[src/hw/rtl/tbsl_pkg.sv]
// Shared types and constants of the temperature bias segment lookup.
package tbsl_pkg;

   // Table geometry.
   localparam int MAX_ENTRIES = 16;
   localparam int IDX_W       = $clog2(MAX_ENTRIES);
   localparam int COUNT_W     = 5;
   localparam int TEMP_W      = 16;
   localparam int DATA_W      = 32;

   // Stream payload widths, padded to whole bytes.
   localparam int REQ_TDATA_W = 120;
   localparam int RSP_TDATA_W = 104;

   // Item kinds carried on req_tuser.
   localparam logic KIND_LOAD   = 1'b0;
   localparam logic KIND_SAMPLE = 1'b1;

   // Configuration register indexes.
   typedef enum logic [2:0] {
      CSR_UPDATE_ENABLE  = 3'd0,
      CSR_ENTRIES_IN_USE = 3'd1,
      CSR_BASE_P         = 3'd2,
      CSR_BASE_Q         = 3'd3,
      CSR_BASE_R         = 3'd4
   } csr_index_type;

   // Segment walk states.
   typedef enum logic [2:0] {
      WALK_IDLE,
      WALK_UP,
      WALK_DOWN,
      WALK_FETCH
   } walk_state_type;

   // Three-axis offset as held in one table row.
   typedef struct packed {
      logic signed [DATA_W-1:0] r;
      logic signed [DATA_W-1:0] q;
      logic signed [DATA_W-1:0] p;
   } offset_type;

   // Table write request.
   typedef struct packed {
      logic                     we;
      logic [IDX_W-1:0]         addr;
      logic signed [TEMP_W-1:0] temp;
      offset_type               ofs;
   } table_wr_type;

   // Table read requests, one per memory.
   typedef struct packed {
      logic             bp_re;
      logic [IDX_W-1:0] bp_addr;
      logic             ofs_re;
      logic [IDX_W-1:0] ofs_addr;
   } table_rd_type;

   // Finished walk handed to the output stage.
   typedef struct packed {
      logic             load;
      logic [IDX_W-1:0] seg;
   } walk_res_type;

endpackage

[src/hw/rtl/tbsl_store.sv]
// Breakpoint and offset memories with registered read data.
module tbsl_store
   import tbsl_pkg::*;
(
   input  logic                     clock,
   input  table_wr_type             wr,
   input  table_rd_type             rd,
   output logic signed [TEMP_W-1:0] bp_rdata,
   output offset_type               ofs_rdata
);

   logic signed [TEMP_W-1:0] bp_mem  [MAX_ENTRIES];
   offset_type               ofs_mem [MAX_ENTRIES];
   logic signed [TEMP_W-1:0] bp_rdata_ff;
   offset_type               ofs_rdata_ff;

   // Both memories take a load in the same cycle.
   always_ff @(posedge clock) begin
      if (wr.we) begin
         bp_mem[wr.addr]  <= wr.temp;
         ofs_mem[wr.addr] <= wr.ofs;
      end
   end

   // Read data holds until the next read of that memory.
   always_ff @(posedge clock) begin
      if (rd.bp_re) begin
         bp_rdata_ff <= bp_mem[rd.bp_addr];
      end
      if (rd.ofs_re) begin
         ofs_rdata_ff <= ofs_mem[rd.ofs_addr];
      end
   end

   assign bp_rdata  = bp_rdata_ff;
   assign ofs_rdata = ofs_rdata_ff;

endmodule

[src/hw/rtl/tbsl_walk.sv]
// Segment walk sequencer: one breakpoint compare per cycle.
module tbsl_walk
   import tbsl_pkg::*;
(
   input  logic                     clock,
   input  logic                     reset,
   input  logic                     start,
   input  logic signed [TEMP_W-1:0] temp,
   input  logic [COUNT_W-1:0]       entries_in_use,
   input  logic signed [TEMP_W-1:0] bp_rdata,
   input  logic                     out_free,
   output logic                     idle,
   output table_rd_type             rd,
   output walk_res_type             res
);

   walk_state_type           state_ff, state_in;
   logic [IDX_W-1:0]         seg_ff, seg_in;
   logic signed [TEMP_W-1:0] temp_ff, temp_in;
   logic [IDX_W-1:0]         last;

   // Highest segment allowed by the entry count, clamped to the table.
   always_comb begin
      if (entries_in_use < COUNT_W'(2)) begin
         last = '0;
      end else if (entries_in_use > COUNT_W'(MAX_ENTRIES)) begin
         last = IDX_W'(MAX_ENTRIES - 2);
      end else begin
         last = IDX_W'(entries_in_use - COUNT_W'(2));
      end
   end

   // State, segment and sample registers.
   always_ff @(posedge clock) begin
      if (reset) begin
         state_ff <= WALK_IDLE;
         seg_ff   <= '0;
      end else begin
         state_ff <= state_in;
         seg_ff   <= seg_in;
      end
   end

   always_ff @(posedge clock) begin
      temp_ff <= temp_in;
   end

   // Next state and memory reads. The read for the next compare is issued
   // in the same cycle as the current compare.
   always_comb begin
      logic [IDX_W-1:0] start_seg;
      logic [IDX_W-1:0] up_seg;
      logic             dn_go;
      logic [IDX_W-1:0] dn_seg;
      logic             fetch_go;
      logic [IDX_W-1:0] fetch_seg;

      state_in  = state_ff;
      seg_in    = seg_ff;
      temp_in   = temp_ff;
      rd        = '0;
      res       = '0;
      start_seg = (seg_ff > last) ? last : seg_ff;
      up_seg    = seg_ff + IDX_W'(1);
      dn_go     = 1'b0;
      dn_seg    = seg_ff;
      fetch_go  = 1'b0;
      fetch_seg = seg_ff;

      case (state_ff)
         WALK_IDLE: begin
            if (start) begin
               temp_in = temp;
               seg_in  = start_seg;
               if (start_seg < last) begin
                  rd.bp_re   = 1'b1;
                  rd.bp_addr = start_seg + IDX_W'(1);
                  state_in   = WALK_UP;
               end else begin
                  dn_go  = 1'b1;
                  dn_seg = start_seg;
               end
            end
         end
         WALK_UP: begin
            // Read data is the breakpoint just above the current segment.
            if (temp_ff > bp_rdata) begin
               if (up_seg < last) begin
                  seg_in     = up_seg;
                  rd.bp_re   = 1'b1;
                  rd.bp_addr = up_seg + IDX_W'(1);
               end else begin
                  dn_go  = 1'b1;
                  dn_seg = up_seg;
               end
            end else begin
               dn_go  = 1'b1;
               dn_seg = seg_ff;
            end
         end
         WALK_DOWN: begin
            // Read data is the breakpoint of the current segment.
            if (temp_ff < bp_rdata) begin
               dn_go  = 1'b1;
               dn_seg = seg_ff - IDX_W'(1);
            end else begin
               fetch_go  = 1'b1;
               fetch_seg = seg_ff;
            end
         end
         WALK_FETCH: begin
            // Offsets are ready; hand over once the output register is free.
            if (out_free) begin
               res.load = 1'b1;
               res.seg  = seg_ff;
               state_in = WALK_IDLE;
            end
         end
         default: begin
            state_in = WALK_IDLE;
         end
      endcase

      // Enter or continue the downward walk from a given segment.
      if (dn_go) begin
         seg_in = dn_seg;
         if (dn_seg != '0) begin
            rd.bp_re   = 1'b1;
            rd.bp_addr = dn_seg;
            state_in   = WALK_DOWN;
         end else begin
            fetch_go  = 1'b1;
            fetch_seg = dn_seg;
         end
      end

      // Read the offsets of the final segment.
      if (fetch_go) begin
         seg_in      = fetch_seg;
         rd.ofs_re   = 1'b1;
         rd.ofs_addr = fetch_seg;
         state_in    = WALK_FETCH;
      end
   end

   assign idle = (state_ff == WALK_IDLE);

endmodule

[src/hw/rtl/tbsl_bias.sv]
// Saturating base-plus-offset adders and the result output register.
module tbsl_bias
   import tbsl_pkg::*;
(
   input  logic                        clock,
   input  logic                        reset,
   input  walk_res_type                res,
   input  offset_type                  ofs,
   input  logic signed [DATA_W-1:0]    base_p,
   input  logic signed [DATA_W-1:0]    base_q,
   input  logic signed [DATA_W-1:0]    base_r,
   input  logic                        rsp_tready,
   output logic                        out_free,
   output logic                        rsp_tvalid,
   output logic [RSP_TDATA_W-1:0]      rsp_tdata,
   output logic                        rsp_tuser
);

   logic                     valid_ff, valid_in;
   offset_type               sum_ff, sum_in;
   logic [IDX_W-1:0]         seg_ff;
   logic                     sat_ff, sat_in;

   // Add with 33-bit headroom and clamp to the signed 32-bit range.
   function automatic logic [DATA_W:0] sat_add(input logic signed [DATA_W-1:0] a,
                                                input logic signed [DATA_W-1:0] b);
      logic [DATA_W:0]   s;
      logic [DATA_W:0]   r;
      s = {a[DATA_W-1], a} + {b[DATA_W-1], b};
      if (s[DATA_W] != s[DATA_W-1]) begin
         // The top bit is the clamp flag, the rest the clamped value.
         r = s[DATA_W] ? {1'b1, 1'b1, {(DATA_W-1){1'b0}}}
                       : {1'b1, 1'b0, {(DATA_W-1){1'b1}}};
      end else begin
         r = {1'b0, s[DATA_W-1:0]};
      end
      return r;
   endfunction

   // Sums of the three axes.
   always_comb begin
      logic [DATA_W:0] rp;
      logic [DATA_W:0] rq;
      logic [DATA_W:0] rr;
      rp       = sat_add(base_p, ofs.p);
      rq       = sat_add(base_q, ofs.q);
      rr       = sat_add(base_r, ofs.r);
      sum_in.p = rp[DATA_W-1:0];
      sum_in.q = rq[DATA_W-1:0];
      sum_in.r = rr[DATA_W-1:0];
      sat_in   = rp[DATA_W] | rq[DATA_W] | rr[DATA_W];
   end

   assign out_free = !valid_ff || rsp_tready;

   // The result stays valid until it is taken.
   always_comb begin
      valid_in = valid_ff;
      if (res.load) begin
         valid_in = 1'b1;
      end else if (rsp_tready) begin
         valid_in = 1'b0;
      end
   end

   always_ff @(posedge clock) begin
      if (reset) begin
         valid_ff <= 1'b0;
      end else begin
         valid_ff <= valid_in;
      end
   end

   always_ff @(posedge clock) begin
      if (res.load) begin
         sum_ff <= sum_in;
         seg_ff <= res.seg;
         sat_ff <= sat_in;
      end
   end

   assign rsp_tvalid = valid_ff;
   assign rsp_tdata  = {(RSP_TDATA_W - 3*DATA_W - IDX_W)'(0), seg_ff,
                        sum_ff.r, sum_ff.q, sum_ff.p};
   assign rsp_tuser  = sat_ff;

endmodule

[src/hw/rtl/temperature_bias_segment_lookup.sv]
// Top level of the temperature bias segment lookup.
//
//   channel  direction  carries
//   req_     in         load item (breakpoint and offsets) or temperature sample
//   rsp_     out        compensated neutral of three axes, segment, clamp flag
//   csr_     in         write-only register port, no wait
//
// A load item writes one table row.
// A sample is walked one breakpoint compare at a time, as the breakpoint
// memory has a single read port.
// req_tready is high only while no sample is being walked; a finished result
// waits in the output register while the next item is taken.
// Reset is synchronous; the table memories are not cleared.
module temperature_bias_segment_lookup
   import tbsl_pkg::*;
(
   input  logic                   clock,
   input  logic                   reset,
   // Fields from bit 0: entry_index[3:0], temperature[19:4], offset_p[51:20],
   // offset_q[83:52], offset_r[115:84], zero fill.
   input  logic                   req_tvalid,
   output logic                   req_tready,
   input  logic [REQ_TDATA_W-1:0] req_tdata,
   // Fields from bit 0: kind[0].
   input  logic                   req_tuser,
   // Fields from bit 0: neutral_p[31:0], neutral_q[63:32], neutral_r[95:64],
   // segment_index[99:96], zero fill.
   output logic                   rsp_tvalid,
   input  logic                   rsp_tready,
   output logic [RSP_TDATA_W-1:0] rsp_tdata,
   // Fields from bit 0: saturated[0].
   output logic                   rsp_tuser,
   input  logic                   csr_we,
   input  logic [2:0]             csr_index,
   input  logic [DATA_W-1:0]      csr_wdata
);

   logic                     update_enable_ff;
   logic [COUNT_W-1:0]       entries_in_use_ff;
   logic signed [DATA_W-1:0] base_p_ff;
   logic signed [DATA_W-1:0] base_q_ff;
   logic signed [DATA_W-1:0] base_r_ff;

   logic                     req_accept;
   logic                     walk_start;
   logic                     walk_idle;
   logic                     out_free;
   table_wr_type             wr;
   table_rd_type             rd;
   walk_res_type             res;
   logic signed [TEMP_W-1:0] bp_rdata;
   offset_type               ofs_rdata;
   logic signed [TEMP_W-1:0] req_temp;

   // Configuration registers.
   always_ff @(posedge clock) begin
      if (reset) begin
         update_enable_ff  <= 1'b1;
         entries_in_use_ff <= COUNT_W'(2);
         base_p_ff         <= '0;
         base_q_ff         <= '0;
         base_r_ff         <= '0;
      end else if (csr_we) begin
         case (csr_index_type'(csr_index))
            CSR_UPDATE_ENABLE:  update_enable_ff  <= csr_wdata[0];
            CSR_ENTRIES_IN_USE: entries_in_use_ff <= csr_wdata[COUNT_W-1:0];
            CSR_BASE_P:         base_p_ff         <= csr_wdata;
            CSR_BASE_Q:         base_q_ff         <= csr_wdata;
            CSR_BASE_R:         base_r_ff         <= csr_wdata;
            default: ;
         endcase
      end
   end

   // Item decode: loads write the table, enabled samples start a walk.
   assign req_tready = walk_idle;
   assign req_accept = req_tvalid && req_tready;
   assign req_temp   = req_tdata[19:4];
   assign walk_start = req_accept && (req_tuser == KIND_SAMPLE) && update_enable_ff;

   always_comb begin
      wr       = '0;
      wr.we    = req_accept && (req_tuser == KIND_LOAD);
      wr.addr  = req_tdata[IDX_W-1:0];
      wr.temp  = req_temp;
      wr.ofs.p = req_tdata[51:20];
      wr.ofs.q = req_tdata[83:52];
      wr.ofs.r = req_tdata[115:84];
   end

   tbsl_store u_store (
      .clock     (clock),
      .wr        (wr),
      .rd        (rd),
      .bp_rdata  (bp_rdata),
      .ofs_rdata (ofs_rdata)
   );

   tbsl_walk u_walk (
      .clock          (clock),
      .reset          (reset),
      .start          (walk_start),
      .temp           (req_temp),
      .entries_in_use (entries_in_use_ff),
      .bp_rdata       (bp_rdata),
      .out_free       (out_free),
      .idle           (walk_idle),
      .rd             (rd),
      .res            (res)
   );

   tbsl_bias u_bias (
      .clock      (clock),
      .reset      (reset),
      .res        (res),
      .ofs        (ofs_rdata),
      .base_p     (base_p_ff),
      .base_q     (base_q_ff),
      .base_r     (base_r_ff),
      .rsp_tready (rsp_tready),
      .out_free   (out_free),
      .rsp_tvalid (rsp_tvalid),
      .rsp_tdata  (rsp_tdata),
      .rsp_tuser  (rsp_tuser)
   );

endmodule

[config.mk]
export PLATFORM = sky130hd
export DESIGN_NAME = temperature_bias_segment_lookup
export DESIGN_NICKNAME = d
export VERILOG_FILES = /design/src/hw/rtl/tbsl_pkg.sv /design/src/hw/rtl/tbsl_store.sv /design/src/hw/rtl/tbsl_walk.sv /design/src/hw/rtl/tbsl_bias.sv /design/src/hw/rtl/temperature_bias_segment_lookup.sv
export SDC_FILE = /design/constraint.sdc
export NUM_CORES = 2
export LEC_CHECK = 0
export BUFFER_PORTS_ARGS = -buffer_cell sky130_fd_sc_hd__buf_2
export CAP_MARGIN = 15
export CORE_AREA = 2 2 399 401
export CTS_BUF_LIST = sky130_fd_sc_hd__clkbuf_8 sky130_fd_sc_hd__clkbuf_16
export DETAILED_ROUTE_END_ITERATION = 6
export DIE_AREA = 0 0 401 403
export GPL_TIMING_DRIVEN = 0
export PLACE_DENSITY = 0.76
export RECOVER_POWER = 100
export SYNTH_ARGS = -nofsm -noshare
export SYNTH_HDL_FRONTEND = slang
export SYNTH_SLANG_ARGS = --single-unit
[constraint.sdc]
create_clock -name clock -period 12.82 [get_ports clock]
set_clock_uncertainty 0.1 [all_clocks]
set_input_delay 0 -clock clock [delete_from_list [all_inputs] [get_ports clock]]
set_output_delay 0 -clock clock [all_outputs]
set_load 0.02 [all_outputs]
==> results_dict.tcl <==
set metrics [dict create \
    grt_max_degree 76 \
    p_total_uw 15700 \
    synth.area.top_cells "edfxtp_1 (69%), nand2_1 (6.9%), nand3_1 (3.4%)" \
    synth_edf_count 2021 \
    leakage_uw 0.0356 \
    finalWeightedCongestion 0.979 \
    drt_iter0_markers 9765 \
    worst-setup-path-type "flop to flop" \
    final_common_cell "edfxtp_1" \
    synthFlopType "edfxtp_1" \
    cp_max_fo 27 \
    synth_compound_gate_area_share_pct 6.39 \
    synth_fa_ha_area_share_pct 1.99 \
    synth_area_leader_cell "edfxtp_1" \
    power_density_nw_per_um2 154 \
    dp_slack_ns 5.47 \
    clk_path_buf_depth 3 \
    n_fill_cell 11200 \
    max_stage_delay_ns 1.34 \
    synth_xor_area_share_pct 0.988 \
    cts_tree "done" \
    row_count 146 \
    worstMarginPinSlew_ns 3.77 \
    grt_usage_pct 32.2 \
    h-tree-depth 4 \
    placed_cell_area_um2 94000 \
    design.die.area_um2 162000 \
    first_global_vias 58600 \
    hpwl_um 180000 \
    violations "capacitance limit, slew limit" \
    post-place-cells 9102 \
    path_clk_slew_ns 0.06 \
    core_area_um2 157000 \
    viasPerCell 6.25 \
    grt-ovfl-total 0 \
    wl_met3_um 36300 \
    crit_start "u_walk.seg_ff[0]" \
    top_layer "met5" \
    ant_nets 0 \
    startpoint_type "flop" \
    finalHoldViolations 0 \
    fmax_ghz 0.105 \
    area_growth_pct 16.2 \
    io_pins 268 \
    post_cts_resized 0 \
    slew_headroom_pct -151 \
    die_h_um 403 \
    nets 7848 \
    crit_slowest_cell "clkbuf_1" \
    cts_buffers 205 \
    synthMuxAreaShare_pct 3.78 \
    finalWorstSetupSlack_ns 3.27 \
    async_reset_ff_share_pct 0 \
    setup_viol 0 \
    clk_latency_ns 0.88 \
    seq_area_frac_synth_pct 71.7 \
    synth_area_um2 87800 \
    worstPathRequired_ns 13.18 \
    slew_violations 1293 \
    ir_drop_uv 180 \
    finalInstanceArea_um2 102000 \
    vias 61300 \
    wl_per_cell_um 27.0 \
    reg2regPathDepth 18 \
    finalCritPeriodShare_pct 74.5 \
    final_layout_size_suffix_gt1_share_pct 6.89 \
    wl_met1_um 97800 \
    root_buffer "clkbuf_16" \
    path_cells "clkbuf_1, inv_1, ha_1, a41oi_1, or2_2, o21ai_0, inv_1, ha_1, a2111oi_0, nand4b_1, o31ai_1, nor2_1, a31oi_1, o221ai_1, a2111o_1, o21ai_0, clkbuf_1, clkbuf_1" \
    status "complete, but fails checks" \
    rr_endpoint "u_store.ofs_rdata[68]" \
    cp-end-kind "flop" \
    drcViolationCount 0 \
    grt_pass1_wl_um 382000 \
    instances_no_fill 9806 \
    die_w_um 401 \
    cp_data_arrival_time_ns 9.91 \
    synth_cell_type_count 79 \
    yosys.area_share.simple_pct 12.9 \
    drt_wl_total_um 265000 \
    final_cell_mix "edfxtp_1 (2021), nand2_1 (1610), nand3_1 (598)" \
    cpMostUsedCell "clkbuf_1" \
    fin_crit_ns 9.55 \
    hold_path.class "input port to flop" \
    syn_area_per_cell_um2 13.2 \
    holdPathEnd "base_r_ff[9]" \
    dr.pass1.iters 6 \
    r2r_setup_slack_ns 3.27 \
    portBuffers 258 \
    worst_hold_path.num_cells 4 \
    start_util_pct 55.7 \
    hold_ws_ns 0.107 \
    yosys.area.top_type_share_pct 69.1 \
    synth_top_family_by_area "simple AND/OR/NAND/NOR gates" \
    max-cap-violations 53 \
    synth_cells 6641 \
    cts_sinks 2131 \
    hold_path_startpoint "csr_wdata[9]" \
    r2r-start "u_walk.seg_ff[0]" \
    ys_seq_elements 2131 \
    rsz0062_at_grt "false" \
    antenna_found_initial 30 \
    wl_met2_um 118000 \
    ys_warn_count 0 \
]
-- flip-flops by register name, indices dropped and copies added (netlist names) --
register / cells
u_store.bp_rdata: 16
u_walk.state_ff: 3
entries_in_use_ff: 5
u_store.bp_mem: 256
u_store.ofs_mem: 1536
base_p_ff: 32
u_store.ofs_rdata: 96
update_enable_ff: 1
base_q_ff: 32
u_bias.rsp_tvalid: 1
u_bias.rsp_tuser: 1
u_bias.rsp_tdata: 96
u_walk.temp_ff: 16
base_r_ff: 32
u_bias.seg_ff: 4
u_walk.seg_ff: 4
-- worst max-delay path by stage --
stage / cells after the start / endpoint / slack [ns]
finish: 18 / u_store.ofs_rdata[68] / 3.27
CTS: 21 / u_store.bp_rdata[15] / 5.43
floorplan: 22 / u_store.ofs_rdata[0] / 0.68
global route: 23 / u_store.ofs_rdata[58] / 2.87
detailed placement: 21 / u_store.bp_rdata[5] / 5.47
global placement: 6 / u_store.ofs_mem[4][79] / -4.78
-- synth_stat cells (110+ instances only) --
| cell | n |
|---|---|
| a21oi_1 | 190 |
| mux2i_1 | 297 |
| a211oi_1 | 206 |
| dfxtp_1 | 110 |
| nand3_1 | 598 |
| clkbuf_1 | 297 |
| nand2_1 | 1610 |
| ha_1 | 135 |
| edfxtp_1 | 2021 |
| o21ai_0 | 133 |
| and3_1 | 202 |
| a31oi_1 | 204 |
-- worst max-delay path, delay by kind of cell (launching register included) --
| kind | cells | cell delay, ns |
|---|---|---|
| compound gates | 8 | 3.52 |
| fa+ha+maj | 2 | 0.77 |
| simple gates | 3 | 0.73 |
| buf+inv | 5 | 3.50 |
| flops | 1 | 0.48 |
-- cell type report --
cell class	instances	area [um^2]	area share, %
Multi-Input combinational cell	4038	22900	22.4
Timing Repair Buffer	697	4800	4.71
Clock inverter	171	1620	1.59
Sequential cell	2131	62900	61.7
Inverter	73	274	0.269
Buffer	403	1710	1.67
Clock buffer	209	5200	5.09
Tap cell	2072	2590	2.54
Antenna cell	12	30.0	0.0294
-- metrics by stage --
stage	util (%)	setup TNS [ns]
final	64.8	0
after detailed placement	59.7	0
after global placement	58.2	-2359.60
after floorplan	-	0
after CTS	66.0	0
after global routing	64.8	0
-- layer usage --
layer  up-vias  GRT usage (%)
met2      4425           49.0
met4        18           13.5
li1      26400              -
met5         -              0
met1     29800           43.9
met3       700           8.77
-- cell families after synthesis --
| family | Yosys count |
|---|---|
| compound gates | 872 |
| mux | 313 |
| fa+ha+maj | 138 |
| xor+xnor | 99 |
| other cells | 1 |
| buf+inv | 476 |
| simple gates | 2611 |
| flops | 2131 |
-- timing repair --
| action | 4_1_cts | 5_1_grt |
|---|---|---|
| hold buffers | 309 | 0 |
| setup buffers | 0 | 0 |
| hold endpoints to repair | 2322 | 0 |
-- where the power goes --
group	internal (uW)	switching [uW]	total, uW
clock network	3390	2690	6080
logic	502	1150	1650
registers	7870	96.0	7970
total	11800	3940	15700
(Power assumes the default switching activity.)
